File: config.mk
export PLATFORM = sky130hd
export DESIGN_NAME = sfe_ctrl
export DESIGN_NICKNAME = d
export VERILOG_FILES = /design/src/rtl/sfe_pkg.sv /design/src/rtl/sfe_ctrl.sv
export SDC_FILE = /design/constraint.sdc
export NUM_CORES = 1
export LEC_CHECK = 0
export BUFFER_PORTS_ARGS = -buffer_cell sky130_fd_sc_hd__buf_4
export CORE_AREA = 8 8 45 47
export CTS_CLUSTER_DIAMETER = 60
export DETAILED_ROUTE_END_ITERATION = 7
export DIE_AREA = 0 0 53 55
export PLACE_DENSITY = 0.5
export SYNTH_ARGS = -nofsm -noshare
export SYNTH_HDL_FRONTEND = slang
export SYNTH_SLANG_ARGS = --single-unit
File: constraint.sdc
create_clock -name clk -period 2 [get_ports clk]
set_clock_uncertainty 0.15 [all_clocks]
set_input_delay 0.5 -clock clk [delete_from_list [all_inputs] [get_ports clk]]
set_output_delay 0.5 -clock clk [all_outputs]
set_load 0.1 [all_outputs]
File: src/rtl/sfe_pkg.sv
// Shared types and constants for the serial frame extractor.
package sfe_pkg;

  localparam int LONG_FRAME_BYTES_DEF = 9;
  localparam int SHORT_FRAME_BYTES    = 4;
  localparam int MAX_RESULTS          = 2;
  localparam int PAYLOAD_BYTES        = 6;
  localparam int CFG_INDEX_W          = 2;
  localparam int COUNT_W              = 2;

  localparam logic [7:0] HEADER_RESET = 8'd170;
  localparam logic [7:0] TIME_RESET   = 8'd1;
  localparam logic [7:0] TAIL_RESET   = 8'd85;

  typedef enum logic [CFG_INDEX_W-1:0] {
    CFG_HEADER = 2'd0,
    CFG_TIME   = 2'd1,
    CFG_TAIL   = 2'd2
  } cfg_reg_t;

  typedef enum logic [1:0] {
    ST_IDLE,
    ST_SCAN,
    ST_FLUSH
  } state_t;

  typedef enum logic [2:0] {
    SCAN_DROP,
    SCAN_ADVANCE,
    SCAN_EMIT_SHORT,
    SCAN_EMIT_LONG,
    SCAN_FAIL
  } scan_kind_t;

  typedef struct packed {
    logic [3:0]                 len;
    logic [7:0]                 command;
    logic [8*PAYLOAD_BYTES-1:0] payload;
  } frame_t;

  typedef struct packed {
    logic load;       // append accepted byte
    logic step;       // apply scan action
    logic keep;       // capture found frame into hold register
    logic push_held;  // move held frame to output register
    logic push_last;  // pushed frame ends the run
  } sfe_cmd_t;

  typedef struct packed {
    logic       done;
    scan_kind_t kind;
    logic       held_valid;
    logic       out_free;
  } sfe_status_t;

endpackage

File: src/rtl/sfe_ctrl.sv
// Controller state machine: sequences byte intake, scanning and frame delivery.
module sfe_ctrl
  import sfe_pkg::*;
(
  input  logic        clk,
  input  logic        rst,
  input  logic        in_valid,
  output logic        in_stall,
  input  sfe_status_t status,
  output sfe_cmd_t    cmd
);

  state_t             state, state_next;
  logic [COUNT_W-1:0] count, count_next;
  logic               is_emit;
  logic               room;

  assign is_emit = (status.kind == SCAN_EMIT_SHORT) || (status.kind == SCAN_EMIT_LONG);
  assign room    = (count < COUNT_W'(MAX_RESULTS));

  always_ff @(posedge clk) begin
    if (rst) begin
      state <= ST_IDLE;
      count <= '0;
    end else begin
      state <= state_next;
      count <= count_next;
    end
  end

  always_comb begin
    state_next = state;
    count_next = count;
    cmd        = '0;
    in_stall   = (state != ST_IDLE);
    unique case (state)
      ST_IDLE: begin
        if (in_valid) begin
          cmd.load   = 1'b1;
          count_next = '0;
          state_next = ST_SCAN;
        end
      end
      ST_SCAN: begin
        if (status.done) begin
          state_next = ST_FLUSH;
        end else if (is_emit && room) begin
          if (!status.held_valid || status.out_free) begin
            cmd.step       = 1'b1;
            cmd.keep       = 1'b1;
            cmd.push_held  = status.held_valid;
            count_next     = count + 1'b1;
          end
        end else begin
          cmd.step = 1'b1;
        end
      end
      ST_FLUSH: begin
        if (!status.held_valid) begin
          state_next = ST_IDLE;
        end else if (status.out_free) begin
          cmd.push_held = 1'b1;
          cmd.push_last = 1'b1;
          state_next    = ST_IDLE;
        end
      end
      default: state_next = ST_IDLE;
    endcase
  end

endmodule

==> summary.txt, run 1 <==
ANT nets after route - 0
vias in the first global route - 370
Final setup viols - 3
IO Pins - 15
Slew Limit Fails - 0
synth-to-layout area growth - 97.8%
Sink Count - 4
HPWL Detailed - 730 um
Synth Flop Type - dfxtp_1
Clock Tree Buf Depth - 2
htree depth - 1
Root Buffer - clkbuf_4
run status - finished with violations
row cnt - 14
sequential-to-total area share from yosys stat - 23.2%
TritonCTS buffer count - 3
peak supply drop - 0.570 mV
core area - 1380 um^2
CTS tree - yes
Final min period - 2.03 ns
largest net degree at the start of global routing - 6
Starting Density - 25.0%
PwrDens - 1060 nW/um^2
die area - 2920 um^2
Hold Path Class - in -> reg
Lkg Pwr - 0.327 nW
RSZ-0062 raised after global routing - true
Pre-antenna DRT Iters - 2
first-pass GRT wire length - 1460 um
grt total ovfl - 0
Least-Margin Pin Slew - 0.372 ns
CP max FO - 3
Fin Hold WS - 0.314 ns
Iter 0 DRT Violations - 3
DRC - 0
Clock Latency Late Sink - 0.23 ns
slowest CP cell - nor3b_4
Largest delay share family, worst path - simple AND/OR/NAND/NOR gates
n_diodes - 0
gr usage total - 6.61%
relative slew slack - 75.2%
Synth cell types - 20
Avg Cell Area, Syn - 8.42 um^2
DR vias - 366
DIE HEIGHT - 55 um
synth warn - 0
setup ws final - -0.0266 ns
PortBufs - 13
Setup crit end kind - primary output
register bit total from synthesis - 4
ys async rst share - 0%
wirelength, routed - 948 um
NumNets Final - 81
Total Power - 0.724 mW
drt wl/cell - 11.7 um
crit path DAT - 1.38 ns
CP Launch Type - input port
CP peak stage delay - 0.35 ns
WP data required - 1.35 ns
syn nets - 55
WP buf/inv - 2
Cells after Synth - 41
FILL cells - 139
Max Clk Rate - 0.493 GHz
initial antenna violation count - 0
WS Path Type - in -> out
Die W - 53 um
GPL Wtd Cong - 0.730
Avg Vias per Cell - 4.52
EDFF count, synth - 0
Max-Cap Viols - 0
crit-path cells - buf_4 -> nor3b_4 -> a21oi_4 -> nor2_4 -> buf_12
layout cell share with drive strength beyond 1 - 61.5%
post-synthesis cell area - 345 um^2
Fin. Hold Viols - 0
clock transition at the registers of the reported paths - 0.03 ns
failing checks - negative setup slack
Period Utilization, post-route - 101%
## worst reg2reg max path: stages, from the launching register on
cell	delay [ns]
dfxtp_1	0.33
nor3b_4	0.38
nand3b_4	0.13
buf_4	0.14
buf_4	0.13
or4_1	0.46
nand3_1	0.09
## layout by cell type (no fill, tap or decap)
master      Yosys  routed
ha_2            0       1
inv_2           0       1
ha_4            0       1
mux2i_1         2       2
nand2_1         2       2
a21boi_4        0       1
nand3b_4        0       1
dfxtp_4         0       1
clkinvlp_4      0       1
ha_1            5       3
dfxtp_2         0       1
buf_6           0       1
buf_12          0       5
o21ai_0         1       1
nor2_1          4       3
nor2_4          0       1
nand3_1         4       3
or4_1           1       1
inv_1           6       4
and3_2          0       1
nor3b_4         1       1
nor2b_2         0       1
nand3_2         0       1
clkbuf_4        0       3
a21oi_4         0       1
or2b_1          1       1
a211o_1         1       1
dfxtp_1         4       2
and2b_2         2       2
o21a_1          1       1
buf_4           0      15
o2111ai_1       1       1
## where the power goes
group	internal, mW	switching, mW
clock	0.0669	0.0297
combinational	0.199	0.313
sequential	0.0992	0.0157
total	0.366	0.359
## per-layer routing
| layer | share of wire [%] | vias up | GRT usage, % | routed length (um) |
|---|---|---|---|---|
| li1 | - | 188 | - | - |
| met3 | 6.8 | 2 | 1.07 | 64 |
| met5 | 0 | - | 0 | 0 |
| met1 | 46 | 164 | 7.28 | 434 |
| met4 | 1.5 | 0 | 5.17 | 14 |
| met2 | 46 | 12 | 11.1 | 434 |
## cells by family (layout without fill, tap and decap cells)
kind of cell	Yosys count	count (layout)	synth area share, %
flops	4	4	23.2
fa+ha+maj	5	5	18.1
simple gates	18	18	34.1
compound gates	6	6	12.3
buf+inv	6	30	6.52
mux	2	2	5.80
## registers in the layout, summed over array words and instances (netlist names)
signal,flops
count,2
state,2
## cell usage after synthesis, drive strengths merged (2+ instances only)
cell type  n  area, um^2
and2b      2        17.5
dfxtp      4        80.1
ha         5        62.6
inv        6        22.5
mux2i      2        20.0
nand2      2        7.51
nand3      4        20.0
nor2       4        15.0
## final timing paths
| check | from | endpoint | slack, ns | depth (start not counted) |
|---|---|---|---|---|
| setup reg to reg | count[1] | count[0] | 0.13 | 6 |
| hold / removal | rst | state[0] | 0.31 | 2 |
| setup / recovery | status[4] | cmd[1] | -0.03 | 5 |
| hold reg to reg | count[0] | count[0] | 0.35 | 2 |
## per-stage QoR
stage | setup WS [ns] | TNS [ns] | instances | cell area [um^2] | utilization (%)
floorplan | -0.0153 | -0.0153 | 41 | 378 | -
global placement | -0.0648 | -0.103 | 74 | 526 | 38.0
detailed placement | -0.0697 | -0.108 | 74 | 526 | 38.0
CTS | -0.0440 | -0.102 | 80 | 623 | 45.0
global route | -0.0764 | -0.248 | 81 | 683 | 49.4
finish | -0.0266 | -0.0530 | 81 | 683 | 49.4
## cell type report
type / count / area (um^2) / share of cell area (%)
tap: 16 / 20.0 / 2.93
clock buffer: 3 / 22.5 / 3.30
inverter: 6 / 26.3 / 3.85
multi-input combinational: 31 / 305 / 44.7
timing repair buffer: 21 / 224 / 32.8
sequential: 4 / 85.1 / 12.5
## what timing repair did
action	4_1_cts	5_1_grt
endpoints found under the setup margin	4	5
pin swaps	1	1
resized for setup	13	11
buffers inserted	3	1
hold buffers	0	0
Note: power is estimated with default switching activity, not from simulation.
==> run 2, diff against run 1 <==
- ABC_AREA: not set -> 1
- PLACE_DENSITY: 0.5 -> 0.51
==> summary.txt, run 2 <==
Avg Cell Area, Syn - 6.91 um^2
FILL cells - 132
Clock Latency Late Sink - 0.23 ns
Lkg Pwr - 0.291 nW
Final min period - 2.00 ns
relative slew slack - 81.5%
commonest non-fill, non-tap cell in the layout - buf_4
Cells after Synth - 52
Least-Margin Pin Slew - 0.281 ns
EDFF count, synth - 0
cell count after placement - 85
Period Utilization, post-route - 99.8%
reg2reg start - state[1]
HPWL Detailed - 745 um
n_diodes - 0
Synth area leaders - dfxtp_1 22%, ha_1 17%, inv_1 10%
Max Clk Rate - 0.501 GHz
Die W - 53 um
PwrDens - 1500 nW/um^2
crit-path cells - inv_2 -> ha_2 -> and3_4 -> o21a_4 -> buf_12
wirelength, routed - 909 um
Fin. Hold Viols - 0
NumNets Final - 88
Iter 0 DRT Violations - 4
post-synthesis cell area - 359 um^2
Place WS - -0.0410 ns
crit path DAT - 1.35 ns
dpl cell area - 531 um^2
CTS tree - yes
Synth Flop Type - dfxtp_1
top-count cell post-synth - inv_1
Root Buffer - clkbuf_4
vias in the first global route - 370
CP Launch Type - flop
largest net degree at the start of global routing - 5
DR vias - 383
grt total ovfl - 0
Sink Count - 4
Max-Cap Viols - 0
gr usage total - 6.23%
flop2flop setup slack - 0.55 ns
initial antenna violation count - 0
Slew Limit Fails - 0
top flop regs - count (2), state (2)
ys async rst share - 0%
PortBufs - 13
ANT nets after route - 0
Avg Vias per Cell - 4.35
DRC - 0
sequential-to-total area share from yosys stat - 22.3%
Starting Density - 25.9%
CP max FO - 3
die area - 2920 um^2
DIE HEIGHT - 55 um
Pre-antenna DRT Iters - 4
GPL Wtd Cong - 0.737
cell taking the most area after synthesis - dfxtp_1
WP data required - 1.35 ns
peak supply drop - 0.612 mV
Hold Path Class - reg -> reg
WS Path Type - reg -> out
Setup crit end kind - primary output
clock transition at the registers of the reported paths - 0.04 ns
TritonCTS buffer count - 3
core area - 1380 um^2
synth-to-layout area growth - 74.6%
CP peak stage delay - 0.36 ns
top cell type's share of synthesized area - 22.3%
slowest CP cell - dfxtp_4
run status - complete, no violations
Synth cell types - 19
Commonest cells post-synth - 10 x inv_1, 9 x nand2_1, 5 x ha_1
layout cell share with drive strength beyond 1 - 59.7%
IO Pins - 15
RSZ-0062 raised after global routing - true
Clock Tree Buf Depth - 2
Fin Setup TNS - 0 ns
Crit Reg-Reg Endpoint - count[1]
setup ws final - 0.00325 ns
fin cells - 88
row cnt - 14
Hold Path End - count[0]
most frequent cells in the layout - 13 x buf_4, 9 x nand2_1, 7 x inv_1, 4 x inv_2, 4 x nor2_2
Reg2Reg Depth - 10
register bit total from synthesis - 4
fin area - 627 um^2
Final setup viols - 0
worst hold stages - 2
htree depth - 1
synth warn - 0
first-pass GRT wire length - 1410 um
hold_sp - count[0]
drt wl/cell - 10.3 um
Fin Hold WS - 0.324 ns
syn nets - 66
[run 2: cell count changes after synthesis, moves of 2 or more]
cell     delta
and2b_2     -2
inv_1       +4
nand3_1     -2
nor2_2      +4
nand2_1     +7
nand2_2     +2
nor2_1      -3
a21oi_1     +2
o21ai_1     +2
inv_2       +2
mux2i_1     -2
[run 2: repair_timing]
action                                  CTS  global route
endpoints found under the setup margin    5             5
gates resized for setup                  15             4
pin swaps                                 3             2
setup buffers                             0             0
hold buffers                              0             0
[run 2: layout make-up]
cell class | instances | area (um^2) | area share (%)
multi-input cells | 36 | 290 | 46.3
repair buffers | 17 | 160 | 25.5
well taps | 16 | 20.0 | 3.19
flip-flops and latches | 4 | 85.1 | 13.6
clock buffers | 3 | 22.5 | 3.59
inverters | 12 | 48.8 | 7.78
[run 2: cells by family after synthesis]
| family | Yosys count | share of synthesized area (%) |
|---|---|---|
| and+or+nand+nor | 24 | 36.2 |
| buffers and inverters | 12 | 12.5 |
| AOI/OAI and AO/OA | 7 | 11.5 |
| adders and majority gates | 5 | 17.4 |
| DFF | 4 | 22.3 |
[run 2: power breakdown]
part	total (mW)	internal, mW	switching (mW)	leakage, nW
Sequential	0.140	0.114	0.0254	0.0338
Combinational	0.705	0.246	0.459	0.243
Clock	0.0972	0.0669	0.0302	0.0138
Total	0.942	0.427	0.515	0.291
[run 2: through the flow]
stage | power, mW | util [%]
after floorplan | 0.607 | -
after global placement | 0.756 | 38.3
after detailed placement | 0.759 | 38.3
after CTS | 0.916 | 43.9
after global routing | 1.01 | 45.3
final | 0.942 | 45.3
[run 2: metal layers]
layer / vias to the layer above / GRT usage (%) / routed length [um]
met5: - / 0 / 0
met4: 0 / 2.59 / 0
met3: 0 / 3.21 / 87
met2: 12 / 11.3 / 456
met1: 167 / 5.77 / 365
li1: 204 / - / -
[run 2: critical path, delay by kind of cell, from the launching register on]
family	cells	cell delay, ns
compound gates	1	0.19
fa+ha+maj	1	0.18
buf+inv	2	0.20
flops	1	0.36
simple gates	1	0.18
[run 2: worst max-delay path by stage]
stage	slack, ns	to	startpoint	depth (start not counted)
6_report	0.003	cmd[1]	state[0]	5
5_1_grt	-0.05	cmd[1]	state[1]	6
4_1_cts	-0.06	cmd[1]	state[1]	6
3_5_place_dp	-0.04	cmd[1]	status[5]	6
3_3_place_gp	-0.03	cmd[1]	status[5]	6
2_1_floorplan	-0.15	cmd[1]	state[0]	4
